--- src/hdl/rcd_pkg.sv ---
package rcd_pkg;

   localparam int DEPTH_DEFAULT      = 16;
   localparam int DATA_WIDTH_DEFAULT = 32;
   localparam int CMD_WIDTH          = 4;
   localparam int STATUS_WIDTH       = 3;
   localparam int UPC_WIDTH          = 4;

   typedef enum logic [CMD_WIDTH-1:0] {
      CMD_ADD_END   = 4'd0,
      CMD_ADD_FRONT = 4'd1,
      CMD_DEL_END   = 4'd2,
      CMD_DEL_FRONT = 4'd3,
      CMD_READ      = 4'd4,
      CMD_WRITE     = 4'd5,
      CMD_CLEAR     = 4'd6,
      CMD_REVERSE   = 4'd7,
      CMD_SEARCH    = 4'd8
   } cmd_type;

   typedef enum logic [STATUS_WIDTH-1:0] {
      ST_OK        = 3'd0,
      ST_FULL      = 3'd1,
      ST_EMPTY     = 3'd2,
      ST_RANGE     = 3'd3,
      ST_NOT_FOUND = 3'd4
   } status_type;

   // Guard tested by a step before it acts.
   typedef enum logic [2:0] {
      CHK_NONE,
      CHK_FULL,
      CHK_EMPTY,
      CHK_RANGE,
      CHK_WALK,
      CHK_MATCH
   } chk_type;

   // Logical index fed to the slot address unit.
   typedef enum logic [2:0] {
      IDX_ONE,
      IDX_COUNT,
      IDX_COUNT_M1,
      IDX_POS,
      IDX_WALK
   } idx_type;

   typedef enum logic [1:0] {
      FRONT_HOLD,
      FRONT_SLOT,
      FRONT_SLOT_NZ,
      FRONT_ZERO
   } front_op_type;

   typedef enum logic [1:0] {
      CNT_HOLD,
      CNT_INC,
      CNT_DEC,
      CNT_CLEAR
   } cnt_op_type;

   typedef enum logic [1:0] {
      REV_HOLD,
      REV_TOGGLE,
      REV_CLEAR
   } rev_op_type;

   typedef struct packed {
      chk_type                chk;
      idx_type                isel;
      logic                   dinv;
      logic                   mem_wr;
      logic                   mem_rd;
      front_op_type           front_op;
      cnt_op_type             cnt_op;
      rev_op_type             rev_op;
      logic                   walk_inc;
      logic                   out_data;
      logic                   last;
      logic                   jump;
      logic [UPC_WIDTH-1:0]   target;
   } ctrl_word_type;

   // Microcode addresses. Two-step programs sit at consecutive addresses.
   localparam logic [UPC_WIDTH-1:0] UA_ADD_END    = 4'd0;
   localparam logic [UPC_WIDTH-1:0] UA_ADD_FRONT  = 4'd1;
   localparam logic [UPC_WIDTH-1:0] UA_DEL_END    = 4'd2;
   localparam logic [UPC_WIDTH-1:0] UA_DEL_FRONT  = 4'd3;
   localparam logic [UPC_WIDTH-1:0] UA_READ_RD    = 4'd4;
   localparam logic [UPC_WIDTH-1:0] UA_READ_OUT   = 4'd5;
   localparam logic [UPC_WIDTH-1:0] UA_WRITE      = 4'd6;
   localparam logic [UPC_WIDTH-1:0] UA_CLEAR      = 4'd7;
   localparam logic [UPC_WIDTH-1:0] UA_REVERSE    = 4'd8;
   localparam logic [UPC_WIDTH-1:0] UA_SEARCH_RD  = 4'd9;
   localparam logic [UPC_WIDTH-1:0] UA_SEARCH_CMP = 4'd10;
   localparam logic [UPC_WIDTH-1:0] UA_NOP        = 4'd11;

   localparam ctrl_word_type CTRL_IDLE = '{
      chk:      CHK_NONE,
      isel:     IDX_ONE,
      dinv:     1'b0,
      mem_wr:   1'b0,
      mem_rd:   1'b0,
      front_op: FRONT_HOLD,
      cnt_op:   CNT_HOLD,
      rev_op:   REV_HOLD,
      walk_inc: 1'b0,
      out_data: 1'b0,
      last:     1'b0,
      jump:     1'b0,
      target:   UA_NOP
   };

   function automatic logic [UPC_WIDTH-1:0] ucode_entry(input cmd_type cmd);
      logic [UPC_WIDTH-1:0] addr;
      unique case (cmd)
         CMD_ADD_END:   addr = UA_ADD_END;
         CMD_ADD_FRONT: addr = UA_ADD_FRONT;
         CMD_DEL_END:   addr = UA_DEL_END;
         CMD_DEL_FRONT: addr = UA_DEL_FRONT;
         CMD_READ:      addr = UA_READ_RD;
         CMD_WRITE:     addr = UA_WRITE;
         CMD_CLEAR:     addr = UA_CLEAR;
         CMD_REVERSE:   addr = UA_REVERSE;
         CMD_SEARCH:    addr = UA_SEARCH_RD;
         default:       addr = UA_NOP;
      endcase
      return addr;
   endfunction

   function automatic ctrl_word_type ucode_rom(input logic [UPC_WIDTH-1:0] addr);
      ctrl_word_type w;
      w = CTRL_IDLE;
      unique case (addr)
         UA_ADD_END: begin
            w.chk    = CHK_FULL;
            w.isel   = IDX_COUNT;
            w.mem_wr = 1'b1;
            w.cnt_op = CNT_INC;
            w.last   = 1'b1;
         end
         UA_ADD_FRONT: begin
            // The slot one step behind the front is both the new front and
            // the place the new element lands.
            w.chk      = CHK_FULL;
            w.isel     = IDX_ONE;
            w.dinv     = 1'b1;
            w.mem_wr   = 1'b1;
            w.front_op = FRONT_SLOT;
            w.cnt_op   = CNT_INC;
            w.last     = 1'b1;
         end
         UA_DEL_END: begin
            w.chk    = CHK_EMPTY;
            w.cnt_op = CNT_DEC;
            w.last   = 1'b1;
         end
         UA_DEL_FRONT: begin
            w.chk      = CHK_EMPTY;
            w.isel     = IDX_ONE;
            w.front_op = FRONT_SLOT;
            w.cnt_op   = CNT_DEC;
            w.last     = 1'b1;
         end
         UA_READ_RD: begin
            w.chk    = CHK_RANGE;
            w.isel   = IDX_POS;
            w.mem_rd = 1'b1;
         end
         UA_READ_OUT: begin
            w.out_data = 1'b1;
            w.last     = 1'b1;
         end
         UA_WRITE: begin
            w.chk    = CHK_RANGE;
            w.isel   = IDX_POS;
            w.mem_wr = 1'b1;
            w.last   = 1'b1;
         end
         UA_CLEAR: begin
            w.front_op = FRONT_ZERO;
            w.cnt_op   = CNT_CLEAR;
            w.rev_op   = REV_CLEAR;
            w.last     = 1'b1;
         end
         UA_REVERSE: begin
            w.isel     = IDX_COUNT_M1;
            w.front_op = FRONT_SLOT_NZ;
            w.rev_op   = REV_TOGGLE;
            w.last     = 1'b1;
         end
         UA_SEARCH_RD: begin
            w.chk    = CHK_WALK;
            w.isel   = IDX_WALK;
            w.mem_rd = 1'b1;
         end
         UA_SEARCH_CMP: begin
            w.chk      = CHK_MATCH;
            w.walk_inc = 1'b1;
            w.jump     = 1'b1;
            w.target   = UA_SEARCH_RD;
         end
         default: begin
            w.last = 1'b1;
         end
      endcase
      return w;
   endfunction

endpackage

--- src/hdl/rcd_sequencer.sv ---
module rcd_sequencer
   import rcd_pkg::*;
(
   input  logic                 clock,
   input  logic                 reset,
   input  logic                 go,
   input  logic [CMD_WIDTH-1:0] cmd,
   input  logic                 stop,
   output ctrl_word_type        ctrl,
   output logic                 running
);

   logic [UPC_WIDTH-1:0] upc_ff, upc_in;
   logic                 running_ff, running_in;

   always_comb begin
      ctrl = ucode_rom(upc_ff);
   end

   // A step ends the program when its word is marked last or when its guard
   // stops it; otherwise the counter steps on or jumps.
   always_comb begin
      upc_in     = upc_ff;
      running_in = running_ff;
      if (go) begin
         running_in = 1'b1;
         upc_in     = ucode_entry(cmd_type'(cmd));
      end else if (running_ff) begin
         if (ctrl.last || stop) begin
            running_in = 1'b0;
         end else if (ctrl.jump) begin
            upc_in = ctrl.target;
         end else begin
            upc_in = upc_ff + 1'b1;
         end
      end
   end

   always_ff @(posedge clock) begin
      if (reset) begin
         upc_ff     <= UA_NOP;
         running_ff <= 1'b0;
      end else begin
         upc_ff     <= upc_in;
         running_ff <= running_in;
      end
   end

   assign running = running_ff;

endmodule

--- src/hdl/reversible_circular_deque.sv ---
// Reversible circular deque. A command beat is taken at a rising edge where
// start is high and busy is low; its single result beat appears on the rsp_
// ports for exactly one cycle, marked by rsp_valid, and must be taken then,
// since there is no way to hold it off. Busy is already low in the cycle that
// shows a result, so the next command can be taken at the edge that ends it.
// Each command runs a short microcode program, one step per cycle, followed
// by one cycle in which the result is shown. Add, delete, write, clear,
// reverse and unused codes are one step. Read is two steps (address, then
// the registered memory read). Search spends two steps on each element it
// inspects because every compare waits on the registered read of the single
// memory port. Every result reports the length left after the command.
// Stored data does not reset; only the front pointer, count, order flag and
// result valid flag do.
module reversible_circular_deque
   import rcd_pkg::*;
#(
   parameter int DEPTH      = DEPTH_DEFAULT,
   parameter int DATA_WIDTH = DATA_WIDTH_DEFAULT
)
(
   input  logic                           clock,
   input  logic                           reset,
   input  logic                           start,
   output logic                           busy,
   input  logic [CMD_WIDTH-1:0]           req_command,
   input  logic [$clog2(DEPTH)-1:0]       req_position,
   input  logic [DATA_WIDTH-1:0]          req_data_in,
   output logic                           rsp_valid,
   output logic [DATA_WIDTH-1:0]          rsp_data_out,
   output logic [$clog2(DEPTH)-1:0]       rsp_found_position,
   output logic [STATUS_WIDTH-1:0]        rsp_status,
   output logic [$clog2(DEPTH+1)-1:0]     rsp_length
);

   localparam int AW = $clog2(DEPTH);
   localparam int CW = $clog2(DEPTH + 1);

   localparam logic [CW-1:0] DEPTH_CNT  = CW'(DEPTH);
   localparam logic [AW:0]   DEPTH_WIDE = (AW + 1)'(DEPTH);

   // Element storage: one write or one read per cycle, read data registered.
   logic [DATA_WIDTH-1:0] mem [DEPTH];
   logic [DATA_WIDTH-1:0] rdata_ff;

   // Queue state.
   logic [AW-1:0] front_ff, front_in;
   logic [CW-1:0] count_ff, count_in;
   logic          rev_ff, rev_in;

   // Captured command operands and the search cursor.
   logic [AW-1:0]         pos_ff;
   logic [DATA_WIDTH-1:0] data_ff;
   logic [CW-1:0]         walk_ff, walk_in;

   // Result registers.
   logic                  rsp_valid_ff;
   logic [DATA_WIDTH-1:0] rsp_data_out_ff;
   logic [AW-1:0]         rsp_found_ff;
   status_type            rsp_status_ff;
   logic [CW-1:0]         rsp_length_ff;

   ctrl_word_type ctrl;
   logic          running;
   logic          go;
   logic          fail;
   logic          hit;
   logic          stop;
   logic          act;
   logic          finish;
   status_type    status_code;
   logic [AW-1:0] idx;
   logic [CW-1:0] count_m1;
   logic          dir_rev;
   logic [AW:0]   fwd_sum;
   logic [AW:0]   rev_wrap;
   logic [AW-1:0] slot;

   assign go   = start && !busy;
   assign busy = running;

   rcd_sequencer u_sequencer (
      .clock   (clock),
      .reset   (reset),
      .go      (go),
      .cmd     (req_command),
      .stop    (stop),
      .ctrl    (ctrl),
      .running (running)
   );

   // Step guards. A failed guard ends the program with its status and the
   // step does nothing else. A search compare that hits also ends it.
   always_comb begin
      fail        = 1'b0;
      hit         = 1'b0;
      status_code = ST_OK;
      case (ctrl.chk)
         CHK_FULL: begin
            if (count_ff == DEPTH_CNT) begin
               fail        = 1'b1;
               status_code = ST_FULL;
            end
         end
         CHK_EMPTY: begin
            if (count_ff == '0) begin
               fail        = 1'b1;
               status_code = ST_EMPTY;
            end
         end
         CHK_RANGE: begin
            if (CW'(pos_ff) >= count_ff) begin
               fail        = 1'b1;
               status_code = ST_RANGE;
            end
         end
         CHK_WALK: begin
            if (walk_ff >= count_ff) begin
               fail        = 1'b1;
               status_code = ST_NOT_FOUND;
            end
         end
         CHK_MATCH: begin
            hit = (rdata_ff == data_ff);
         end
         default: begin
         end
      endcase
   end

   assign stop   = running && (fail || hit);
   assign act    = running && !stop;
   assign finish = running && (ctrl.last || stop);

   // Logical index for the address unit. Each index is below DEPTH whenever
   // a step gets past its guard and uses the slot, so the low bits suffice.
   assign count_m1 = count_ff - CW'(1);

   always_comb begin
      case (ctrl.isel)
         IDX_ONE:      idx = AW'(1);
         IDX_COUNT:    idx = count_ff[AW-1:0];
         IDX_COUNT_M1: idx = count_m1[AW-1:0];
         IDX_POS:      idx = pos_ff;
         IDX_WALK:     idx = walk_ff[AW-1:0];
         default:      idx = '0;
      endcase
   end

   // Physical slot: front plus index in forward order, front minus index in
   // reversed order, wrapped at DEPTH with a single compare and correction.
   // The inverted direction is what moves the front back for an add at the
   // front.
   assign dir_rev  = rev_ff ^ ctrl.dinv;
   assign fwd_sum  = {1'b0, front_ff} + {1'b0, idx};
   assign rev_wrap = {1'b0, front_ff} + DEPTH_WIDE - {1'b0, idx};

   always_comb begin
      if (dir_rev) begin
         if (front_ff >= idx) begin
            slot = front_ff - idx;
         end else begin
            slot = rev_wrap[AW-1:0];
         end
      end else begin
         if (fwd_sum >= DEPTH_WIDE) begin
            slot = AW'(fwd_sum - DEPTH_WIDE);
         end else begin
            slot = fwd_sum[AW-1:0];
         end
      end
   end

   // Next state of the queue.
   always_comb begin
      front_in = front_ff;
      count_in = count_ff;
      rev_in   = rev_ff;
      walk_in  = walk_ff;
      if (go) begin
         walk_in = '0;
      end
      if (act) begin
         case (ctrl.front_op)
            FRONT_SLOT:    front_in = slot;
            FRONT_SLOT_NZ: front_in = (count_ff != '0) ? slot : front_ff;
            FRONT_ZERO:    front_in = '0;
            default:       front_in = front_ff;
         endcase
         case (ctrl.cnt_op)
            CNT_INC:   count_in = count_ff + CW'(1);
            CNT_DEC:   count_in = count_m1;
            CNT_CLEAR: count_in = '0;
            default:   count_in = count_ff;
         endcase
         case (ctrl.rev_op)
            REV_TOGGLE: rev_in = !rev_ff;
            REV_CLEAR:  rev_in = 1'b0;
            default:    rev_in = rev_ff;
         endcase
         if (ctrl.walk_inc) begin
            walk_in = walk_ff + CW'(1);
         end
      end
   end

   always_ff @(posedge clock) begin
      if (reset) begin
         front_ff     <= '0;
         count_ff     <= '0;
         rev_ff       <= 1'b0;
         rsp_valid_ff <= 1'b0;
      end else begin
         front_ff     <= front_in;
         count_ff     <= count_in;
         rev_ff       <= rev_in;
         rsp_valid_ff <= finish;
      end
   end

   always_ff @(posedge clock) begin
      walk_ff <= walk_in;
      if (go) begin
         pos_ff  <= req_position;
         data_ff <= req_data_in;
      end
   end

   always_ff @(posedge clock) begin
      if (act && ctrl.mem_wr) begin
         mem[slot] <= data_ff;
      end
   end

   always_ff @(posedge clock) begin
      if (act && ctrl.mem_rd) begin
         rdata_ff <= mem[slot];
      end
   end

   // The result beat carries the length as it stands after this command.
   always_ff @(posedge clock) begin
      if (finish) begin
         rsp_data_out_ff <= (act && ctrl.out_data) ? rdata_ff : '0;
         rsp_found_ff    <= hit ? walk_ff[AW-1:0] : '0;
         rsp_status_ff   <= status_code;
         rsp_length_ff   <= count_in;
      end
   end

   assign rsp_valid          = rsp_valid_ff;
   assign rsp_data_out       = rsp_data_out_ff;
   assign rsp_found_position = rsp_found_ff;
   assign rsp_status         = rsp_status_ff;
   assign rsp_length         = rsp_length_ff;

endmodule

--- config.mk ---
export PLATFORM = sky130hd
export DESIGN_NAME = reversible_circular_deque
export DESIGN_NICKNAME = d
export VERILOG_FILES = /design/src/hdl/rcd_pkg.sv /design/src/hdl/rcd_sequencer.sv /design/src/hdl/reversible_circular_deque.sv
export SDC_FILE = /design/constraint.sdc
export NUM_CORES = 1
export LEC_CHECK = 0
export BUFFER_PORTS_ARGS = -buffer_cell sky130_fd_sc_hd__buf_4
export CAP_MARGIN = 20
export CORE_MARGIN = 5
export CORE_UTILIZATION = 55
export CTS_CLUSTER_SIZE = 14
export DETAILED_ROUTE_END_ITERATION = 6
export PLACE_DENSITY = 0.82
export RECOVER_POWER = 25
export SYNTH_ARGS = -nofsm -noshare
export SYNTH_HDL_FRONTEND = slang
export SYNTH_HIERARCHICAL = 1
export SYNTH_SLANG_ARGS = --single-unit
--- constraint.sdc ---
create_clock -name clock -period 7.2 [get_ports clock]
set_input_delay 1.08 -clock clock [delete_from_list [all_inputs] [get_ports clock]]
set_output_delay 1.08 -clock clock [all_outputs]
set_load 0.05 [all_outputs]
* Yosys cells after proc, flatten, opt, wreduce, memory -nomap -nowiden
Memory sizes are Yosys's and may differ from the RTL's. A register that Yosys moved wholly into a read port is not among the register bits.
Index checks and enable logic that the tools add are counted.
** Word-level totals
- Register bits after elaboration :: 101
- Latch bits :: 0
- Bits in writable memories :: 512
- ROM bits :: 64
- Output and inout bits :: 46
- Word-level logic and storage cells :: 133
- Memories :: 2
** Cells by class
- $add $sub $neg :: 9
- Multipliers :: 0
- Divide/modulo/power cells :: 0
- Order comparisons :: 4
- Eq/ne operators :: 31
- Shift-type cells :: 0
- Muxes and demuxes :: 44
- Bitwise logic cells :: 1
- Reduce and logical (&&, ||, !) cells :: 29
** Memories
- mem :: words 16, bits a word 32, read ports 1, clocked after memory_dff 1, write ports 1, RTL line reversible_circular_deque.sv:42 : logic [DATA_WIDTH-1:0] mem [DEPTH];
- (no name shown) :: words 16, bits a word 4, read ports 1, clocked after memory_dff 0, write ports 0, RTL line rcd_pkg.sv:116 : unique case (cmd)
** Operators with widths (number)
- $eq 32x32->1 :: 1
- $mux 4 :: 8
- $mux 5 :: 5
- $pmux 3 s4 :: 2
- $pmux 4 s5 :: 1
- $mux 1 :: 17
- $eq 4x3->1 const B :: 4
- $pmux 3 s5 :: 1
- $pmux 5 s3 :: 1
- $eq 3x2->1 const B :: 4
- $eq 4x4->1 const B :: 3
- $pmux 2 s3 :: 2
- $pmux 4 s3 :: 1
- $add 5x1->5 const B :: 2
- $eq 2x2->1 const B :: 5
- $reduce_or 2->1 :: 5
- $eq 3x3->1 const B :: 3
- $add 4x1->4 const B :: 2
- $eq 4x2->1 const B :: 2
- $sub 4x4->4 :: 2
- $logic_and 1x1->1 :: 7
- $eq 2x1->1 const B :: 3
- $eq 3x1->1 const B :: 2
- $reduce_or 3->1 :: 2
- other kinds (26) :: 33

* Longest topological paths before layout
- Word-level depth :: 12
- Depth in mapped cells :: 18
- Mapped depth without buffers :: 15

* Modules after synthesis
Netlist, hierarchy kept.
** By module, submodules not included
- reversible_circular_deque :: instances 1, cells an instance 1248, area each 25424.4 µm²
- rcd_sequencer :: instances 1, cells an instance 80, area each 618.1 µm²

* Least setup slack after synthesis
No wires, ideal clock.
- Path type :: flip-flop to flip-flop
- Start :: register u_sequencer.upc_ff[3]
- End :: memory mem[15][0] (netlist name) (enable)
- Library setup time :: 0.502 ns
- Arrival time :: 6.354 ns
- Path slack :: 0.345 ns
- Cell stages (with the launch flop) :: 15
- Buffers on the path :: 3
- Path through :: dfxtp_1 -> buf_2 -> inv_1 -> nor4b_1 -> a31oi_1 -> a22o_1 -> ha_1 -> fa_1 -> xnor2_1 -> nand2_1 -> o21ai_1 -> buf_2 -> buf_2 -> nand2_1 -> nor4_1
** RTL lines
- from (decl) :: RTL line rcd_sequencer.sv:13 : logic [UPC_WIDTH-1:0] upc_ff, upc_in;
- from (signal assigned) :: RTL line rcd_sequencer.sv:44 : upc_ff <= upc_in;
- to (decl) :: RTL line reversible_circular_deque.sv:42

==> impl_results.md <==
* Status: completed
* Register area at 19200 sq um
* Vias/cell at 6.35
* Syn_area_per_cell at 19.7 sq um
* Hold Path End: front_ff[0]$_SDFFE_PP0P_
* Crit-path max FO at 103
* Clock transition at path regs at 0.07 ns
* DIE AREA at 51700 sq um
* CTS Sinks at 645
* Residual DRC at 0
* H-tree depth at 2
* RSZ-0062 raised after global routing: false
* Fillcell total at 3060
* Vias in the first global route at 13500
* Post-DP HPWL at 32400 microns
* Mapped Area at 26000 sq um
* PD cells at 273 nW/um^2
* Overflow after GRT at 0
* Skew final at 0.0166 ns
* First-pass GRT wire length at 86700 microns
* R2R Setup Slk at 1.90 ns
* Worst Setup Start Kind: flop
* WHS Path Cells at 2
* # hold bufs at CTS at 0
* Total GRT Usage at 22.8%
* Mapped Cells at 1323
* FP Rows at 79
* Tightest Hold Check Type: flop to flop
* IO Count at 89
* Max VDD drop at 218 uV
* Tcrit/Tclk final at 73.6%
* Wirelength per Cell at 27.8 microns
* RR Startpoint: u_sequencer/upc_ff[3]$_SDFFE_PP1P_
* DRT Pass-1 Iters at 5
* F_max at 0.189 GHz
* Die Width at 227 microns
* Area growth syn-to-layout at 13.6%
* Fin. Hold Viols at 0
* Multi-input logic area at 6590 sq um
* Die Y at 227 microns
* Worst-Skew Late Latency at 0.61 ns
* WL final at 58400 microns
* Core Util, Final at 63.3%
* Clock Path Buffers at 3
* 1st-iter DRT viols at 1487
* Hold Path Origin: front_ff[0]$_SDFFE_PP0P_
* Crit path kind: flop to flop
* CTS Buf Count at 61
* Slew HR at 24.8%
* CTS tree: done
* Fraction of layout cells with a size suffix above 1 at 25.5%
* Worst R2R Path Depth at 11
* Largest net degree at the start of global routing at 104
* Worst path required time at 7.52 ns
* Fin Setup TNS at 0 ns
* Max Slew Vio Count at 0
* Max cap viols at 0
* Core area at 46700 sq um
* # nets final at 1520
* Critical path endpoint category: flop
* Yosys warns at 6
* IO Port Bufs at 88
* Via count at 13400
* Final setup fails at 0
* Minimum clock period at 5.30 ns
* Post-CTS resize count at 0
* Crit path DAT at 5.61 ns
* Critical R2R Capture: rdata_ff[14]$_DFFE_PP_
* Post-CTS Repair Setup Buffers at 0
* Worst Max-Slew Pin Slew at 1.13 ns
* Leakage at 9.56 nW
* Initial Util at 55.8%
* CTS root buffer: clkbuf_16
* GPL Wtd Cong at 0.846
* Diode count at 0
* CP Launch Point: u_sequencer/upc_ff[3]$_SDFFE_PP1P_
* Initial antenna violation count at 1
* Mapped Nets at 1392
* Antenna-violating nets left at 0
## cell usage in the layout, fill, tap and decap left out, drive strengths merged, types with 9 or more instances in the layout
cell type  count
clkbuf       108
a21oi         19
xnor2         34
nand4         15
edfxtp       624
clkinv        27
buf           91
nor4          22
o21ai         16
ha            24
mux2i        105
dfxtp         21
nor2          25
inv           29
nand2         34
nand2b        11
mux4         128
nor3          10
nand3          9
and3          37
## through the flow
stage          hold slack (ns)  instance area [sq um]  total power, W  worst slack [ns]  instances
2_1_floorplan            0.455                  26000         0.00479             0.345       1323
3_5_place_dp             0.482                  27600         0.00499              2.02       1994
3_3_place_gp             0.477                  27600         0.00496              2.21       1994
5_1_grt                  0.520                  29500         0.00834              1.59       2103
4_1_cts                  0.492                  29500         0.00813              1.96       2102
6_report                 0.492                  29500         0.00806              1.90       2103
## flip-flops by register name, indices dropped and copies added, names as in the netlist
signal               count
count_ff                 5
data_ff                 32
front_ff                 4
mem                    512
pos_ff                   4
rdata_ff                32
rev_ff                   1
rsp_data_out            32
rsp_found_position       4
rsp_length               5
rsp_status               3
rsp_valid                1
u_sequencer/running      1
u_sequencer/upc_ff       4
walk_ff                  5
## layout make-up
cell class | count | share of cell area (%)
clock buffer | 70 | 5.28
multi-input combinational | 586 | 22.3
sequential | 645 | 64.8
timing repair buffer | 129 | 3.29
tap | 607 | 2.57
inverter | 28 | 0.373
clock inverter | 38 | 1.34
## critical path: stages, from the launching register on
cell     delay [ns]
dfxtp_1        0.60
inv_1          0.19
nor4b_1        0.93
a31oi_1        0.08
a22o_1         0.30
ha_1           0.23
fa_1           0.55
mux2_8         0.77
buf_4          0.59
mux4_2         0.41
mux2i_1        0.21
mux2i_1        0.10
## worst max path at each step
| stage | to | slack, ns | cells past startpoint |
|---|---|---|---|
| after floorplan | mem[15][0]$_DFFE_PP_ | 0.34 | 14 |
| after global placement | rdata_ff[18]$_DFFE_PP_ | 2.21 | 11 |
| after detailed placement | rdata_ff[14]$_DFFE_PP_ | 2.02 | 11 |
| after CTS | rdata_ff[14]$_DFFE_PP_ | 1.96 | 11 |
| after global routing | mem[12][15]$_DFFE_PP_ | 1.59 | 13 |
| final | rdata_ff[14]$_DFFE_PP_ | 1.90 | 11 |
## layer usage
metal / track usage, % / up-vias / part of all wire [%]
met2: 37.0 / 674 / 49
met1: 31.4 / 6925 / 38
met4: 7.64 / 0 / 3.3
li1: - / 5643 / -
met3: 4.93 / 122 / 9.0
met5: 0 / - / 0
## where the power goes
part | switching (W) | total [W] | internal (W)
clock | 0.00132 | 0.00316 | 0.00183
combinational | 0.000375 | 0.000671 | 0.000296
sequential | 0.0000682 | 0.00424 | 0.00417
(Power assumes the default switching activity.)
